<file path="src/sv/s5hs_pkg.sv">
// Shared types and codes for the SOCKS5 handshake parser.
package s5hs_pkg;

  // Parse stage of the client byte stream
  typedef enum logic [3:0] {
    ST_GVER    = 4'd0,
    ST_NMETH   = 4'd1,
    ST_METHODS = 4'd2,
    ST_RVER    = 4'd3,
    ST_RCMD    = 4'd4,
    ST_RRSV    = 4'd5,
    ST_RATYP   = 4'd6,
    ST_DLEN    = 4'd7,
    ST_ADDR    = 4'd8,
    ST_PORTHI  = 4'd9,
    ST_PORTLO  = 4'd10,
    ST_STREAM  = 4'd11,
    ST_CLOSED  = 4'd12
  } stage_t;

  // Event reported with each transaction
  typedef enum logic [3:0] {
    EV_NONE     = 4'd0,
    EV_METHOD   = 4'd1,
    EV_NOMETHOD = 4'd2,
    EV_BADVER   = 4'd3,
    EV_BADATYP  = 4'd4,
    EV_BADCMD   = 4'd5,
    EV_ADDR     = 4'd6,
    EV_DONE     = 4'd7,
    EV_STREAM   = 4'd8,
    EV_CLOSED   = 4'd9
  } event_t;

  // Protocol byte values
  localparam logic [7:0] SOCKS_VER    = 8'h05;
  localparam logic [7:0] CMD_CONNECT  = 8'h01;
  localparam logic [7:0] ATYP_IPV4    = 8'h01;
  localparam logic [7:0] ATYP_DOMAIN  = 8'h03;
  localparam logic [7:0] ATYP_IPV6    = 8'h04;
  localparam logic [7:0] METH_NOAUTH  = 8'h00;
  localparam logic [7:0] METH_NONE    = 8'hFF;
  localparam logic [7:0] LEN_IPV4     = 8'd4;
  localparam logic [7:0] LEN_IPV6     = 8'd16;

  // Destination kind codes
  localparam logic [1:0] KIND_IPV4    = 2'd0;
  localparam logic [1:0] KIND_DOMAIN  = 2'd1;
  localparam logic [1:0] KIND_IPV6    = 2'd2;

  // One result transaction
  typedef struct packed {
    event_t      ev;
    logic [7:0]  out_byte;
    logic [1:0]  addr_kind;
    logic [7:0]  addr_index;
    logic [15:0] dest_port;
  } res_t;

endpackage

</file>
<file path="src/sv/s5hs_core.sv">
// Handshake state registers and the per-byte parse step.
module s5hs_core (
  input  logic          clk,
  input  logic          rst,
  input  logic          fire,
  input  logic [7:0]    data_byte,
  input  logic          end_of_stream,
  output s5hs_pkg::res_t res
);
  import s5hs_pkg::*;

  stage_t     stage, stage_next;
  logic [7:0] byte_counter, byte_counter_next;
  logic [7:0] methods_left, methods_left_next;
  logic       noauth_seen, noauth_seen_next;
  logic [1:0] dest_kind, dest_kind_next;
  logic [7:0] addr_length, addr_length_next;
  logic [7:0] port_high, port_high_next;

  logic [7:0] methods_dec;
  logic [7:0] counter_inc;
  logic       seen_now;

  assign methods_dec = methods_left - 8'd1;
  assign counter_inc = byte_counter + 8'd1;
  assign seen_now    = noauth_seen | (data_byte == METH_NOAUTH);

  // Next state for one accepted byte
  always_comb begin
    stage_next        = stage;
    byte_counter_next = byte_counter;
    methods_left_next = methods_left;
    noauth_seen_next  = noauth_seen;
    dest_kind_next    = dest_kind;
    addr_length_next  = addr_length;
    port_high_next    = port_high;
    if (end_of_stream) begin
      stage_next = ST_CLOSED;
    end else begin
      case (stage)
        ST_GVER: begin
          stage_next = (data_byte == SOCKS_VER) ? ST_NMETH : ST_CLOSED;
        end
        ST_NMETH: begin
          methods_left_next = data_byte;
          noauth_seen_next  = 1'b0;
          stage_next = (data_byte == 8'd0) ? ST_CLOSED : ST_METHODS;
        end
        ST_METHODS: begin
          methods_left_next = methods_dec;
          noauth_seen_next  = seen_now;
          if (methods_dec == 8'd0) begin
            stage_next = seen_now ? ST_RVER : ST_CLOSED;
          end
        end
        ST_RVER: begin
          stage_next = (data_byte == SOCKS_VER) ? ST_RCMD : ST_CLOSED;
        end
        ST_RCMD: begin
          stage_next = (data_byte == CMD_CONNECT) ? ST_RRSV : ST_CLOSED;
        end
        ST_RRSV: begin
          stage_next = ST_RATYP;
        end
        ST_RATYP: begin
          case (data_byte)
            ATYP_IPV4: begin
              dest_kind_next    = KIND_IPV4;
              addr_length_next  = LEN_IPV4;
              byte_counter_next = 8'd0;
              stage_next        = ST_ADDR;
            end
            ATYP_IPV6: begin
              dest_kind_next    = KIND_IPV6;
              addr_length_next  = LEN_IPV6;
              byte_counter_next = 8'd0;
              stage_next        = ST_ADDR;
            end
            ATYP_DOMAIN: begin
              dest_kind_next = KIND_DOMAIN;
              stage_next     = ST_DLEN;
            end
            default: begin
              stage_next = ST_CLOSED;
            end
          endcase
        end
        ST_DLEN: begin
          dest_kind_next    = KIND_DOMAIN;
          addr_length_next  = data_byte;
          byte_counter_next = 8'd0;
          stage_next = (data_byte == 8'd0) ? ST_PORTHI : ST_ADDR;
        end
        ST_ADDR: begin
          byte_counter_next = counter_inc;
          if (counter_inc == addr_length) begin
            stage_next = ST_PORTHI;
          end
        end
        ST_PORTHI: begin
          port_high_next = data_byte;
          stage_next     = ST_PORTLO;
        end
        ST_PORTLO: begin
          stage_next = ST_STREAM;
        end
        default: begin
        end
      endcase
    end
  end

  // Result for one accepted byte
  always_comb begin
    res = '{ev: EV_NONE, out_byte: 8'd0, addr_kind: 2'd0,
            addr_index: 8'd0, dest_port: 16'd0};
    if (end_of_stream) begin
      if (stage != ST_CLOSED) begin
        res.ev = EV_CLOSED;
      end
    end else begin
      case (stage)
        ST_GVER, ST_RVER: begin
          if (data_byte != SOCKS_VER) begin
            res.ev = EV_BADVER;
          end
        end
        ST_NMETH: begin
          if (data_byte == 8'd0) begin
            res.ev       = EV_NOMETHOD;
            res.out_byte = METH_NONE;
          end
        end
        ST_METHODS: begin
          if (methods_dec == 8'd0) begin
            res.ev       = seen_now ? EV_METHOD : EV_NOMETHOD;
            res.out_byte = seen_now ? METH_NOAUTH : METH_NONE;
          end
        end
        ST_RCMD: begin
          if (data_byte != CMD_CONNECT) begin
            res.ev = EV_BADCMD;
          end
        end
        ST_RATYP: begin
          if (data_byte != ATYP_IPV4 && data_byte != ATYP_IPV6 &&
              data_byte != ATYP_DOMAIN) begin
            res.ev = EV_BADATYP;
          end
        end
        ST_ADDR: begin
          res.ev         = EV_ADDR;
          res.out_byte   = data_byte;
          res.addr_kind  = dest_kind;
          res.addr_index = byte_counter;
        end
        ST_PORTLO: begin
          res.ev        = EV_DONE;
          res.addr_kind = dest_kind;
          res.dest_port = {port_high, data_byte};
        end
        ST_STREAM: begin
          res.ev       = EV_STREAM;
          res.out_byte = data_byte;
        end
        default: begin
        end
      endcase
    end
  end

  // Advance state on each accepted transaction
  always_ff @(posedge clk) begin
    if (rst) begin
      stage        <= ST_GVER;
      byte_counter <= 8'd0;
      methods_left <= 8'd0;
      noauth_seen  <= 1'b0;
      dest_kind    <= 2'd0;
      addr_length  <= 8'd0;
      port_high    <= 8'd0;
    end else if (fire) begin
      stage        <= stage_next;
      byte_counter <= byte_counter_next;
      methods_left <= methods_left_next;
      noauth_seen  <= noauth_seen_next;
      dest_kind    <= dest_kind_next;
      addr_length  <= addr_length_next;
      port_high    <= port_high_next;
    end
  end

  // A closed session stays closed until reset
  a_closed_sticky: assert property (@(posedge clk) disable iff (rst)
    stage == ST_CLOSED |=> stage == ST_CLOSED)
    else $error("session left the closed stage");

  // Address byte position stays below the address length
  a_addr_bound: assert property (@(posedge clk) disable iff (rst)
    stage == ST_ADDR |-> byte_counter < addr_length)
    else $error("address byte counter overran the length");

  // Stream stage only leaves for close
  a_stream_exit: assert property (@(posedge clk) disable iff (rst)
    stage == ST_STREAM |=> stage == ST_STREAM || stage == ST_CLOSED)
    else $error("stream stage left without close");

  // Stream bytes are reported only from the stream stage
  a_stream_event: assert property (@(posedge clk) disable iff (rst)
    fire && res.ev == EV_STREAM |-> stage == ST_STREAM && !end_of_stream)
    else $error("stream event outside stream stage");

endmodule

</file>
<file path="src/sv/s5hs_obuf.sv">
// Two-entry result buffer between the parse step and the output channel.
module s5hs_obuf (
  input  logic           clk,
  input  logic           rst,
  input  logic           push,
  input  s5hs_pkg::res_t push_res,
  output logic           has_room,
  output logic           head_valid,
  input  logic           pop,
  output s5hs_pkg::res_t head_res
);
  import s5hs_pkg::*;

  logic [1:0] count, count_next;
  res_t       slot0;
  res_t       slot1;

  assign has_room   = (count != 2'd2);
  assign head_valid = (count != 2'd0);
  assign head_res   = slot0;

  // Track occupancy
  always_comb begin
    count_next = count;
    if (push && !pop) begin
      count_next = count + 2'd1;
    end else if (pop && !push) begin
      count_next = count - 2'd1;
    end
  end

  always_ff @(posedge clk) begin
    if (rst) begin
      count <= 2'd0;
    end else begin
      count <= count_next;
    end
  end

  // Move payload: fill head, spill to second slot, shift on pop
  always_ff @(posedge clk) begin
    if (pop) begin
      if (count == 2'd2) begin
        slot0 <= slot1;
      end else if (push) begin
        slot0 <= push_res;
      end
    end else if (push) begin
      if (count == 2'd0) begin
        slot0 <= push_res;
      end else begin
        slot1 <= push_res;
      end
    end
  end

endmodule

</file>
<file path="src/sv/socks5_handshake_parser.sv">
// Top level of the byte-serial SOCKS5 server handshake parser.
//
// Usage:
//   Input channel (in_valid/in_ready) carries one client byte per transaction
//   with end_of_stream marking peer close. Every accepted byte gives exactly
//   one result transaction on the output channel (out_valid/out_ready):
//   event_res, out_byte, addr_kind, addr_index and dest_port.
//   A byte accepted is registered in the result buffer and is presented
//   once the results ahead of it are taken. Throughput is one byte per
//   cycle while the buffer has a free entry; the parse step is a single pass
//   of logic from the session state registers into a two-entry result buffer.
//   in_ready is high while the buffer has a free entry, so a byte is taken
//   even while an earlier result waits. If the receiver stalls, up to two
//   results are held and in_ready drops until one is taken.
//   Reset puts the session in the greeting version stage and empties the
//   result buffer; no clearing pass is needed.
module socks5_handshake_parser (
  input  logic        clk,
  input  logic        rst,
  input  logic        in_valid,
  output logic        in_ready,
  input  logic [7:0]  data_byte,
  input  logic        end_of_stream,
  output logic        out_valid,
  input  logic        out_ready,
  output logic [3:0]  event_res,
  output logic [7:0]  out_byte,
  output logic [1:0]  addr_kind,
  output logic [7:0]  addr_index,
  output logic [15:0] dest_port
);
  import s5hs_pkg::*;

  logic fire;
  logic room;
  res_t step_res;
  res_t head_res;

  assign in_ready = room;
  assign fire     = in_valid && room;

  // Parse one byte per accepted transaction
  s5hs_core u_core (
    .clk           (clk),
    .rst           (rst),
    .fire          (fire),
    .data_byte     (data_byte),
    .end_of_stream (end_of_stream),
    .res           (step_res)
  );

  // Hold results for the receiver
  s5hs_obuf u_obuf (
    .clk        (clk),
    .rst        (rst),
    .push       (fire),
    .push_res   (step_res),
    .has_room   (room),
    .head_valid (out_valid),
    .pop        (out_valid && out_ready),
    .head_res   (head_res)
  );

  // Drive result fields
  assign event_res  = head_res.ev;
  assign out_byte   = head_res.out_byte;
  assign addr_kind  = head_res.addr_kind;
  assign addr_index = head_res.addr_index;
  assign dest_port  = head_res.dest_port;

endmodule

</file>
<file path="config.mk">
export PLATFORM = sky130hd
export DESIGN_NAME = socks5_handshake_parser
export DESIGN_NICKNAME = d
export VERILOG_FILES = /design/src/sv/s5hs_pkg.sv /design/src/sv/s5hs_core.sv /design/src/sv/s5hs_obuf.sv /design/src/sv/socks5_handshake_parser.sv
export SDC_FILE = /design/constraint.sdc
export NUM_CORES = 1
export LEC_CHECK = 0
export BUFFER_PORTS_ARGS = -buffer_cell sky130_fd_sc_hd__buf_2
export CORE_MARGIN = 3
export CORE_UTILIZATION = 49
export DETAILED_ROUTE_END_ITERATION = 16
export PLACE_DENSITY = 0.68
export SLEW_MARGIN = 20
export SYNTH_ARGS = -nofsm -noshare
export SYNTH_HDL_FRONTEND = slang
export SYNTH_SLANG_ARGS = --single-unit
</file>
<file path="constraint.sdc">
create_clock -name clk -period 5.69 [get_ports clk]
set_input_delay 0.8535 -clock clk [delete_from_list [all_inputs] [get_ports clk]]
set_output_delay 0.8535 -clock clk [all_outputs]
set_load 0.03 [all_outputs]
</file>
**Word-level counts from Yosys, hierarchy flattened**

Index checks and enable logic that the tools add are counted.

- Bits in read-only memories: 0
- Flip-flop bits (word level): 117
- Memories kept: 0
- Bits in writable memories: 0
- Latch bits: 0
- Output and inout bits: 40

- Bitwise logic cells: 4
- Shifts and indexed selects: 0
- Multipliers: 0
- Div/mod/pow operators: 0
- Equality and inequality tests: 28
- Multiplexer cells: 41
- Reduce and logical (&&, ||, !) cells: 33
- Add/subtract/negate cells: 4
- Magnitude comparators: 0

Operators by type and width:

| operator | number |
|---|---|
| 38-bit 2-to-1 mux | 5 |
| 8-bit case mux with 2 select lines | 3 |
| 8-bit case mux with 3 select lines | 2 |
| 4-bit case mux with 11 select lines | 1 |
| 4-bit 2-to-1 mux | 10 |
| 34-bit 2-to-1 mux | 1 |
| 4-bit case mux with 8 select lines | 1 |
| 8-bit 2-to-1 mux | 3 |
| 4-bit by 3-bit equality test with 1-bit output, second input constant | 4 |
| 4-bit equality test, second input constant | 4 |
| 8-bit by 3-bit equality test with 1-bit output, second input constant | 2 |
| 8-bit logical NOT | 2 |
| 16-bit 2-to-1 mux | 1 |
| 8-bit by 3-bit != test with 1-bit output, second input constant | 2 |
| 4-bit AND reduction | 4 |
| 2-bit nonzero test | 7 |
| 12-bit 2-to-1 mux | 1 |
| 3-bit AND reduction | 4 |
| 12-bit nonzero test | 1 |
| 10-bit 2-to-1 mux | 1 |
| 2-bit 2-to-1 mux | 5 |
| 3-bit by 2-bit != test with 1-bit output, second input constant | 3 |
| 8-bit by 1-bit adder with 8-bit output, second input constant | 1 |
| 4-bit by 2-bit equality test with 1-bit output, second input constant | 2 |
| other kinds (27) | 40 |

**Longest topological paths before layout**

Gate-level depths: netlist of the first run.

- Depth after elaboration: 9
- Depth in mapped cells: 9

**By module**

A second synthesis of the first run with hierarchy kept.

- Cell total of the unflattened synthesis: 538
- Area total of the unflattened synthesis: 5,836.8 µm²

By module, submodules not included:

| module | instances | cells an instance | area an instance (µm²) |
|---|---|---|---|
| s5hs_obuf | 1 | 138 | 2,997.9 |
| s5hs_core | 1 | 398 | 2,826.5 |
| socks5_handshake_parser | 1 | 2 | 12.5 |

**Worst setup path after synthesis of the first run**

No wires, ideal clock.

- Path type: input to register
- Start: in out_ready
- End: reg u_obuf.slot0, in the netlist u_obuf.head_res[0] (enable)
- Buffers on the path: 0
- Required time: 5,204 ps
- Setup slack: 1,592 ps
- Stages: 2
- Data arrival time: 3,612 ps
- Library setup time: 486 ps
- Cells stage by stage: mux2i_1 > o21ai_0

- Cells in the longest elaborated chain, start to end: 3

Ends and longest elaborated chain:

| element | RTL line | source |
|---|---|---|
| start: declaration | socks5_handshake_parser.sv:25 | `input logic out_ready,` |
| 1-bit logical AND (*) | socks5_handshake_parser.sv:60 | `.pop (out_valid && out_ready),` |
| 2-bit nonzero test (no line) | n/a |  |
| 3-bit AND reduction (no line) (*) | n/a |  |
| end signal: assignment | s5hs_obuf.sv:44 | `slot0 <= slot1;` |
| end signal: assignment | s5hs_obuf.sv:46 | `slot0 <= push_res;` |
| end signal: assignment | s5hs_obuf.sv:50 | `slot0 <= push_res;` |
| end: declaration | s5hs_obuf.sv:15 | `res_t slot0;` |

Mark *: on every way between the ends. The rest lies on a longest branch, timed or not.
A chain may end at the register's enable or synchronous reset.

**Worst setup path after layout of the first run**

- Start: reg u_core.stage[3]
- End: reg u_core.methods_left[7]

- Cells in the longest elaborated chain, start to end: 3

Ends and longest elaborated chain:

| element | RTL line | source |
|---|---|---|
| start: declaration | s5hs_core.sv:12 | `stage_t stage, stage_next;` |
| start signal: assignment | s5hs_core.sv:183 | `stage <= stage_next;` |
| 4-bit by 1-bit equality test with 1-bit output / 4-bit by 2-bit equality test with 1-bit output (equally long branches) | s5hs_core.sv:40 | `case (stage)` |
| 2-bit nonzero test (no line) | n/a |  |
| 3-bit AND reduction (no line) | n/a |  |
| end signal: assignment | s5hs_core.sv:185 | `methods_left <= methods_left_next;` |
| end: declaration | s5hs_core.sv:14 | `logic [7:0] methods_left, methods_left_next;` |

Several ways; a longest one is shown, not always the timed one.

==> flow_results.org, run 1 <==
** Min path
- Worst Hold Path EP :: u_core.dest_kind[1]
- In this run the worst hold path is classified as flip-flop to flip-flop.
- Counting instances, the worst hold path has a depth of 2.
- In this run the most critical hold path is launched from u_core.dest_kind[1].

** Timing
- Final setup violation count :: 0
- The clock period could shrink to 2833 ps.
- TNS Setup :: 0 ps
- In the finished design, the share of the clock period the worst path needs comes to 0.4980.
- Maximum clock rate :: 352.9 MHz
- Final count of pins violating max slew :: 0
- On the final layout, the worst clock skew is 14.78 ps.
- Fin. Hold Viols :: 0
- Relative slew margins :: 0.3680
- Transition time of the tightest slew-check pin :: around 940 ps
- Setup repair after global routing left no endpoint under its margin.

** Placement
- Estimated wirelength of the detail-placed design :: 9.215 mm
- In this run the tool buffered the top-level ports with 52 buffer cells.
- Routability-driven placement finished with a final weighted congestion of 0.9355.
- Placed Cells :: just over 700

** Clocking
- Clock insertion delay at the later pin of the skew report :: 420 ps
- For this design, the sink count on the clock tree is 117.
- Number of clock buffers inserted by TritonCTS :: 17
- Once the clock tree was built, the setup fixing pass inserted 0 buffers.
- Count of hold buffers inserted by post-cts repair :: 0
- After clock tree synthesis, the repair step resized 0 gates.
- Register clock-pin slew on the reported worst setup and hold paths :: 60 ps
- Clk Tree Root Cell :: clkbuf_16
- The H-tree generated during clock tree synthesis spans 4 levels.
- Max clock buf depth :: 2
- CTS tree :: yes

** Layout
- In the final layout, the multi-input gates occupy between 2000 and 3000 sq um.
- Across the whole layout, storage elements account for ~3100 sq um.
- Signed area change from the synthesized netlist to the final layout :: 16.06%
- After the last flow step, the layout net total stands at 611.
- Most used cells in the layout excluding fill and tap cells :: 76 x edfxtp_1, 52 x buf_2, 50 x nor2_1
- The library cell used most frequently in the layout, excluding fill and tap cells, is edfxtp_1.
- The number of antenna diodes in the final layout is 0.
- Of the cells placed in the final design, the portion with a size suffix greater than 1 is 0.2241.
- Filler Cell Count :: slightly below 1000
- Leaving out filler cells and counting taps, the final layout contains 750.

** Synth
- Syn. warnings :: 0
- Among all flip-flop cells after synthesis, the most frequent one is edfxtp_1.
- After technology mapping, the gate count stands at ~550.
- Synthesis instantiated 59 different standard cells from the library.
- Yosys mapped a number of flops with a built-in enable equal to 76.
- Count of state elements after synthesis :: 117
- A synthesized cell averages 10.53 sq um.
- In the synthesized netlist the async set-or-reset flop fraction comes to 0.
- The mapped netlist covers 5812 sq um.
- The number of nets in the synthesized netlist is 569.
- Seq/Total Area, Yosys :: 0.5339

** Job
- Number of max-cap violations :: 0

** Floorplan
- The die covers 13200 sq um.
- The die is 114.9 um wide.
- Starting density of the core :: 0.5047
- Height of the die :: 114.9 um
- Placeable core region :: approximately 12000 sq um
- FP Rows :: 39
- IO Pins :: 53

** Critical path
- By startpoint and endpoint, the worst setup path is classified as flip-flop to flip-flop.
- CP max FO :: 17
- CP max-delay cell :: nor2_1
- Required @ worst endpoint :: 5970 ps
- The signal on the critical path passes through nor2_1, nand2_1, nor2_1, o21ai_0, a22oi_1, nor2_1.
- Reg2Reg Depth :: 6
- On the worst path, the slowest cell contributes a delay of 810 ps.
- For flop-to-flop paths, the worst setup slack is 2860 ps.
- Kind of start point of the critical path :: flip-flop
- R2r endpoint :: u_core.methods_left[7]
- Counting stages on the worst path, the most repeated cell is nor2_1.
- Worst flop-to-flop path startpoint :: u_core.stage[3]
- Data arrives at the worst endpoint at around 3100 ps.
- The worst setup path is captured at a flip-flop.

** Route
- Total Wirelength :: approximately 14 mm
- The first TritonRoute pass finished after 6 iterations.
- In the routed design, unresolved DRC markers number 0.
- Dividing the detail-routed wire length by the instance count gives about 18 um.
- Number of antenna-violating nets in the routed design :: 0
- Detailed routing inserted a total of between 4000 and 5000 vias.
- For this block, the initial DRC count from the detailed router was 484.
- Using the TritonRoute via totals, the vias-per-cell ratio works out to 5.964.

** Run status
- Status :: finished clean

** Power and ir drop
- In this run the power density over the cells is 389.6 nW/um^2.
- Worst ir drop on vdd :: 0.0001843 V
- For this design the static power due to leakage is 2.446 nW.

** GRT
- The number of global-route vias before repair was 4516.
- Total congestion overflow :: 0
- Global-route wire length before repair :: 22.94 mm
- In the global route stage, overall resource usage came out at 0.2226.
- The initial antenna violation count was 0.
- Entering global routing, the biggest net connects 43 pins.
==> where the power goes <==
part	switching (W)	total (W)	internal, W	leakage (nW)
Combinational	0.000393	0.000557	0.000163	1.10
Clock	0.000368	0.000987	0.000619	0.267
Sequential	0.0000520	0.00109	0.00103	1.08
==> worst max-delay path by stage <==
stage	from	end	slack (ps)	cells past startpoint
final	u_core.stage[3]	u_core.methods_left[7]	2860	6
after floorplan	out_ready	u_obuf.head_res[0]	1590	2
after global routing	u_core.stage[3]	u_core.methods_left[2]	2710	6
after global placement	data_byte[7]	u_obuf.head_res[35]	2730	6
after CTS	u_core.stage[3]	u_core.methods_left[2]	2970	6
after detailed placement	data_byte[7]	u_obuf.head_res[35]	2690	6
==> cell type report <==
type / instances / area share
Clock inverter: 9 / 0.01169
Inverter: 12 / 0.006678
Timing Repair Buffer: 56 / 0.04600
Clock buffer: 23 / 0.06937
Sequential cell: 117 / 0.4600
Multi-Input combinational cell: 390 / 0.3797
Tap cell: 143 / 0.02653
==> metrics by stage <==
step | hold slack, ps | setup WS, ps | utilization | instance area, sq um | total power, W
finish | 453.6 | 2857 | 0.5857 | 6745 | 0.002628
global route | 478.8 | 2709 | 0.5857 | 6745 | 0.002736
CTS | 458.7 | 2973 | 0.5829 | 6713 | 0.002633
detailed placement | 451.7 | 2686 | 0.5354 | 6166 | 0.001650
global placement | 439.4 | 2728 | 0.5350 | 6161 | 0.001639
floorplan | 431.7 | 1592 | - | 5812 | 0.001494
==> metal layers <==
metal  global-route usage  vias to the layer above  part of all wire
li1                     -                     2116                 -
met1               0.2901                     2169              0.44
met2               0.3538                      161              0.47
met3              0.05947                       27             0.069
met4              0.08998                        0             0.020
met5                    0                        -                 0
==> registers in the layout (all words and copies together), names as in the netlist <==
register,flops
u_core.methods_left,8
u_core.noauth_seen,1
u_core.stage,4
u_core.byte_counter,8
u_obuf.count,2
u_core.port_high,8
u_core.dest_kind,2
u_obuf.head_res,38
u_obuf.slot1,38
u_core.addr_length,8
==> synth_stat cells, drive strengths merged (7+ instances only) <==
| master | instances | area [sq um] |
|---|---|---|
| mux2i | 9 | 90.09 |
| or3 | 7 | 43.79 |
| o21ai | 38 | 190.2 |
| a21oi | 33 | 165.2 |
| a22oi | 11 | 82.58 |
| clkbuf | 27 | 102.6 |
| nand3 | 20 | 100.1 |
| mux2 | 28 | 315.3 |
| nand2b | 7 | 43.79 |
| nor3 | 20 | 131.4 |
| nor2 | 51 | 191.4 |
| inv | 12 | 45.04 |
| nor4 | 8 | 50.05 |
| and2 | 27 | 168.9 |
| xor2 | 9 | 78.83 |
| dfxtp | 41 | 820.8 |
| edfxtp | 76 | 2282 |
| nand2 | 43 | 163.9 |
| xnor2 | 9 | 78.83 |
| nand3b | 7 | 52.55 |
==> logic make-up after synthesis <==
logic type | Yosys count | share of synthesized area
compound gates | 121 | 0.1399
flops | 117 | 0.5339
buf+inv | 45 | 0.03035
simple gates | 210 | 0.1903
fa+ha+maj | 4 | 0.008612
xor+xnor | 18 | 0.02713
mux | 37 | 0.06975
==> worst max-delay path: cells and delay by family (launching register included) <==
family	cells	cell delay, ps
AO/OA/AOI/OAI	2	390
flip-flops	1	510
AND/OR/NAND/NOR	4	1780
(Power assumes the default switching activity.)
==> run 2, diff against run 1 <==
PLACE_DENSITY = 0.7   (was 0.68)
clock period = 2.34 ns   (was 5.69 ns; I/O delays follow)
==> run 2 against run 1 <==
The run now ends with negative setup slack left. Final cell count up 8.7%. Die area unchanged. Clock skew shrank 4.2 ps. Power grew to 2.6 times the previous value. Global-route usage up 1.5 points.
==> flow_results.org, run 2 (synthesis gave the netlist of run 1 again) <==
** Placement
- The final HPWL from detailed placement was 10.37 mm (+12%).
- Cell area after placement :: 6639 sq um (+7.7%)
- Routability cong. :: 0.9734 (+4.1%)
- Port bufs :: 52 (unchanged)

** Clocking
- CTS tree :: yes
- Number of clock buffers inserted by TritonCTS :: 17 (unchanged)
- Clock insertion delay at the later pin of the skew report :: 420 ps (about the same)
- The largest buffer count on any clock path is 2 (unchanged).
- The number of clock sinks is 117 (unchanged).
- Clk Tree Root Cell :: clkbuf_16
- The deepest level of the CTS H-tree is 4 (unchanged).
- The clock slew at the register clock pins of the worst setup and hold paths came to 60 ps (about the same).

** Route
- The number of vias per cell after detailed routing was 5.793 (-2.9%).
- DRC errors left :: 0 (unchanged)
- The first-pass iteration count of the detailed router came to 7 (+1).
- The total number of vias was 4721 (+5.5%).
- Number of antenna-violating nets in the routed design :: 0 (unchanged)
- Avg WL per Cell :: 18.33 um (-0.66%)
- The initial DRC count was 528 (+9.1%).
- Total Wirelength :: 14.94 mm (+7.9%)

** Floorplan
- The area of the core came to 11520 sq um (unchanged).
- The height of the die was 114.9 um (unchanged).
- The starting density of the core came to 0.5047 (unchanged).
- IO Pins :: 53 (unchanged)
- Die ar. :: 13200 sq um (unchanged)
- The number of placement rows was 39 (unchanged).
- The x dimension of the die is 114.9 um (unchanged).

** GRT
- The met1 global-route usage came to 0.3276 (+0.03747).
- GRT Total Usage :: 0.2372 (+0.01457)
- The number of global-route vias before repair is 4673 (+3.5%).
- Maximum number of pins on one net before global-route repair :: 39 (-9.3%)
- Met2 track demand over resource in global routing :: 0.3665 (+0.01273)
- Met3 capacity usage during global routing :: 0.05053 (-0.008947)
- Antenna violations before repair :: 0 (unchanged)
- Total congestion overflow :: 0 (unchanged)
- Global-route wire length before repair :: 24.29 mm (+5.9%)
- Top Usage Layer GRT :: met2

** Power and ir drop
- Leakage power summed over all cells :: 2.775 nW (+13%)
- Overall power consumption :: 0.006710 W (+160%)
- Worst ir drop on vdd :: 0.0003973 V (+120%)
- Power per unit of standard cell area :: 912.9 nW/um^2 (+130%)

** Job
- The count of maximum capacitance violations was 0 (unchanged).

** Critical path
- Setup crit end kind :: flip-flop
- The worst path arrival time came to 2640 ps (-470 ps).
- CP max FO :: 6 (-11)
- Worst reg-to-reg setup slack :: -5 ps (-2860 ps)
- The required time of the critical path came to 2630 ps (-3340 ps).
- STA classifies the critical path startpoint as a flip-flop.
- The critical path is of the flip-flop to flip-flop type.

** Timing
- The post-route fraction of the period consumed by the critical path is 1.002 (+0.5043).
- The clock skew after layout is 10.55 ps (-4.227 ps).
- The slew at the pin closest to its max-slew limit came to 797.4 ps (-147.2 ps).
- The normalized max-slew margin came to 0.4664 (+0.09848).
- Maximum clock rate :: 426.4 MHz (+21%)
- Final setup violation count :: 1 (+1)
- Setup repair after global routing could not meet its margin everywhere.
- The least setup slack across all paths after layout was -5.349 ps (-2862 ps).
- Fin. Hold Viols :: 0 (unchanged)
- Final count of pins violating max slew :: 0 (unchanged)
- The time the final worst path needs with I/O delays and setup came to 2345 ps (-488.1 ps).

** Run status
- Status :: complete, but fails checks
- The final reports fail on negative setup slack.

** Layout
- Footprint of the flip-flops and latches :: 3105 sq um (about the same)
- Share of cells above drive strength 1 :: 0.3274 (+0.1033)
- The net count reported at finish is 676 (+11%).
- Leaving out fill and tap cells, the most frequent cell in the layout is edfxtp_1.
- Filler Cell Count :: 910 (-6.5%)
- The final instance area came to 7350 sq um (+9.0%).
- Signed area change from the synthesized netlist to the final layout :: 26.46%
- The multi-input logic area is 2639 sq um (+3.0%).
- Most used cells in the layout excluding fill and tap cells :: 76 x edfxtp_1, 65 x buf_4, 52 x buf_2
- The diode insertion count for antenna repair is 0 (unchanged).

** Min path
- The worst hold path belongs to the class input port to flip-flop.
==> run 2: cell types whose count changed in the layout (fill, tap and decap cells not counted), sizes merged <==
| cell | before | now |
|---|---|---|
| buf | 56 | 121 |
| bufinv | 1 | 2 |
| clkbuf | 23 | 17 |
| clkinv | 6 | 5 |
| clkinvlp | 2 | 5 |
| inv | 12 | 15 |
==> run 2: cell type report <==
type,count,share of cell area
multi-input combinational,390,0.3590
timing repair buffer,121,0.1091
clock inverter,15,0.02094
clock buffer,17,0.05788
inverter,12,0.006129
sequential,117,0.4225
tap,143,0.02434
==> run 2: per-stage QoR <==
| step | TNS [ps] | worst slack [ps] | utilization | hold WS, ps | std cells |
|---|---|---|---|---|---|
| 5_1_grt | -1049 | -146.6 | 0.6382 | 308.9 | 815 |
| 3_3_place_gp | -0.8402 | -0.8402 | 0.5765 | 439.6 | 779 |
| 4_1_cts | -11.09 | -11.09 | 0.6322 | 262.6 | 813 |
| 6_report | -5.349 | -5.349 | 0.6382 | 278.8 | 815 |
| 3_5_place_dp | -1030 | -112.1 | 0.5765 | 443.9 | 779 |
| 2_1_floorplan | 0 | 63.88 | - | 431.7 | 552 |
==> run 2: critical path: stages, from the launching register on <==
cell	delay, ps
dfxtp_2	340
inv_2	50
ha_4	160
buf_6	110
xor2_1	130
nor4_1	280
buf_4	180
nand4_4	100
buf_6	160
a221oi_4	360
buf_4	180
nor3_2	30
o21bai_1	150
==> run 2: path summary, 6_finish.rpt <==
path / from / cells after the start / to
max: u_core.methods_left[1] / 12 / u_core.stage[0]
min: rst / 2 / u_core.methods_left[7]
max reg2reg: u_core.methods_left[1] / 12 / u_core.stage[0]
min reg2reg: u_core.dest_kind[1] / 2 / u_core.dest_kind[1]
==> run 2: layer usage <==
layer  wire [um]  share of wire
met1        6590           0.44
met2        7012           0.47
met3        1031          0.069
met4         303          0.020
met5           0              0
==> run 2: timing repair <==
action                     in CTS  in global routing
setup endpoints to repair      21                 24
gates resized for setup        10                 15
buffers inserted                2                  2
hold buffers                    0                  0
pin swaps                       1                  8
==> run 2: power by group <==
| part | internal (W) | leakage, nW | switching, W | total, W |
|---|---|---|---|---|
| clock | 0.00157 | 0.267 | 0.000963 | 0.00253 |
| combinational | 0.000525 | 1.43 | 0.00104 | 0.00157 |
| sequential | 0.00251 | 1.08 | 0.000103 | 0.00261 |
| total | 0.00460 | 2.77 | 0.00211 | 0.00671 |
==> run 3, diff against run 2 <==
PLACE_DENSITY = 0.71   (was 0.7)
==> run 3 against run 2 <==
The run still ends with negative setup slack left. Sequential cell count unchanged. Global-route usage shrank 0.12 points. First-iteration DRC count down 8.3%.
==> flow_results.org, run 3 (synthesis gave the netlist of run 1 again) <==
** Critical path
- The signal on the critical path passes through inv_2, ha_4, or3b_4, o31ai_4, nand4_4, buf_6, a221oi_4, nand2_2, o41ai_2.
- The worst-case register-to-register setup slack is -30 ps (-20 ps).
- Worst flop-to-flop path startpoint :: u_core.methods_left[1]
- Kind of start point of the critical path :: flip-flop
- In this run the worst setup path begins at u_core.methods_left[1].
- R2r endpoint :: u_core.stage[1]
- The worst reg-to-reg path cell count is 9 (-3).
- Top delay family on crit path :: compound AO/OA/AOI/OAI gates
- The worst setup path is captured at a flip-flop.
- CP max-delay cell :: or3b_4
- The maximum fanout count along the critical path was 4 (-2).
- The required time of the critical path came to 2650 ps (+20 ps).
- The largest stage delay on the critical path is 400 ps (+40 ps).
- The worst path arrival time was 2680 ps (+40 ps).
- Buffers & Inverters on Critical Path :: 2 (-3)
- Type of the setup path with the least slack :: flip-flop to flip-flop

** Route
- Number of antenna-violating nets in the routed design :: 0 (unchanged)
- The overall routed net length came to 14.79 mm (-1.0%).
- The number of vias per cell after detailed routing came to 5.798 (about the same).
- The initial DRC count came to 484 (-8.3%).
- Number of vias in the routed layout :: 4656 (-1.4%)
- The first-pass iteration count of the detailed router was 5 (-2).
- The DRC violations left is 0 (unchanged).
- The routed length per placed instance came to 18.41 um (+0.45%).

** Layout
- Signed area change from the synthesized netlist to the final layout :: 25.75%
- Most used cells in the layout excluding fill and tap cells :: 76 x edfxtp_1, 54 x buf_4, 52 x buf_2
- The final-layout fill cell count came to 901 (-0.99%).
- The final instance area is 7308 sq um (-0.56%).
- The net count reported at finish is 664 (-1.8%).
- The share of final-layout standard cells stronger than drive strength 1 came to 0.3121 (-0.01526).
- Antenna Cells :: 0 (unchanged)
- Commonest non-fill, non-tap cell in the layout :: edfxtp_1

** Power and ir drop
- The leakage power is 2.746 nW (-1.0%).
- The maximum vdd ir drop is 0.0005845 V (+47%).
- Power per unit of standard cell area :: 948.3 nW/um^2 (+3.9%)
- Overall power consumption :: 0.006931 W (+3.3%)

** Clocking
- TritonCTS sink count :: 117 (unchanged)
- The cell sitting at the root of the clock tree is a clkbuf_16.
- CTS tree :: yes
- Register clock-pin slew on the reported worst setup and hold paths :: 60 ps (about the same)
- Count of hold buffers inserted by post-cts repair :: 0 (unchanged)
- The largest buffer count on any clock path was 2 (unchanged).
- Number of clock buffers inserted by TritonCTS :: 17 (unchanged)
- Clock insertion delay at the later pin of the skew report :: 410 ps (about the same)
- Depth of the CTS H-tree :: 4 (unchanged)

** Floorplan
- The height of the die came to 114.9 um (unchanged).
- IO Pins :: 53 (unchanged)
- The area of the core is 11520 sq um (unchanged).
- The die footprint came to 13200 sq um (unchanged).
- FP Rows :: 39 (unchanged)
- Chip width :: 114.9 um (unchanged)
- Starting density of the core :: 0.5047 (unchanged)

** Min path
- In this run the most critical hold path is launched from data_byte[2].
- Path type of the worst min-delay path :: input port to flip-flop
- Worst Hold Path EP :: u_core.port_high[2]
- Cells on Worst Hold Path :: 3 (+1)

** Timing
- Fin. Hold Viols :: 0 (unchanged)
- The least setup slack across all paths after layout was -26.42 ps (-21.07 ps).
- The number of slew-limit violations in the final report came to 0 (unchanged).
- Setup repair after global routing could not meet its margin everywhere.
- Minimum clock period after layout :: 2366 ps (+21.07 ps)
- The achievable frequency is 422.6 MHz (-0.89%).
- Relative slew margins :: 0.4651 (-0.001342)
- Worst Hold Slack :: 326.3 ps (+47.49 ps)
- Share of the clock period used by the worst path after layout :: 1.011 (+0.009003)
- The clock skew after layout was 6.470 ps (-4.082 ps).
- Final setup violation count :: 2 (+1)
- The slew at the pin closest to its max-slew limit came to 792.3 ps (-5.096 ps).

** GRT
- Number of global-route vias before repair :: 4624 (-1.0%)
- The global-route wire length before repair came to 23.81 mm (-2.0%).
- The initial antenna violation count was 0 (unchanged).
- The total global-route track usage came to 0.2360 (-0.001189).
- Total congestion overflow :: 0 (unchanged)
- Maximum number of pins on one net before global-route repair :: 43 (+10%)

** Placement
- The standard cell area after detailed placement came to 6534 sq um (-1.6%).
- Routability cong. :: 0.9955 (+2.3%)
- Estimated wirelength of the detail-placed design :: 10.04 mm (-3.1%)
- Port bufs :: 52 (unchanged)

** Run status
- Status :: complete, but fails checks
- Violated checks :: negative setup slack

** Job
- The count of maximum capacitance violations came to 0 (unchanged).
## run 3: changes by cell type in the layout (fill, tap and decap cells not counted), sizes merged
cell,delta
buf,-12
bufinv,+3
clkbuf,+1
clkinvlp,-2
inv,-2
## run 3: worst max-delay path by stage
stage,slack (ps),to,cells after the start
final,-30,u_core.stage[1],9
after global routing,-150,u_core.stage[1],9
after floorplan,60,u_obuf.head_res[28],8
after detailed placement,-150,u_obuf.head_res[32],9
after CTS,6,u_core.stage[2],10
after global placement,-160,u_obuf.head_res[34],8
## run 3: final cells by class
cell class	count	area (sq um)	area share
multi-input combinational	390	2635	0.3606
sequential	117	3105	0.4249
timing repair buffer	109	708.2	0.09690
clock inverter	14	206.4	0.02825
inverter	12	45.04	0.006163
tap	143	178.9	0.02448
clock buffer	18	429.2	0.05872
## run 3: stage by stage
step / TNS, ps / instances / worst slack (ps) / util
after detailed placement: -2075 / 765 / -145.5 / 0.5674
after global placement: -978.7 / 765 / -155.2 / 0.5674
final: -28.50 / 803 / -26.42 / 0.6346
after CTS: 0 / 800 / 6.030 / 0.6293
after global routing: -542.1 / 803 / -151.2 / 0.6346
after floorplan: 0 / 552 / 63.88 / -
## run 3: tightest hold or removal path: stages
cell and delay [ps]:
buf_2 170, mux2i_1 110, nor2_1 80
## run 3: power by group
part / leakage [nW] / total [W] / switching, W / internal (W)
Combinational: 1.37 / 0.00151 / 0.00102 / 0.000488
Clock: 0.299 / 0.00280 / 0.000921 / 0.00188
Sequential: 1.08 / 0.00262 / 0.000108 / 0.00251
## run 3: timing repair
action / 4_1_cts / 5_1_grt
buffers inserted: 3 / 3
gates resized for setup: 12 / 13
endpoints found under the setup margin: 22 / 24
pin swaps: 3 / 8
## run 3: routing by layer
metal / global-route usage / part of all wire
met3: 0.06684 / 0.062
met1: 0.2942 / 0.43
met2: 0.3843 / 0.48
met5: 0 / 0
met4: 0.1025 / 0.023
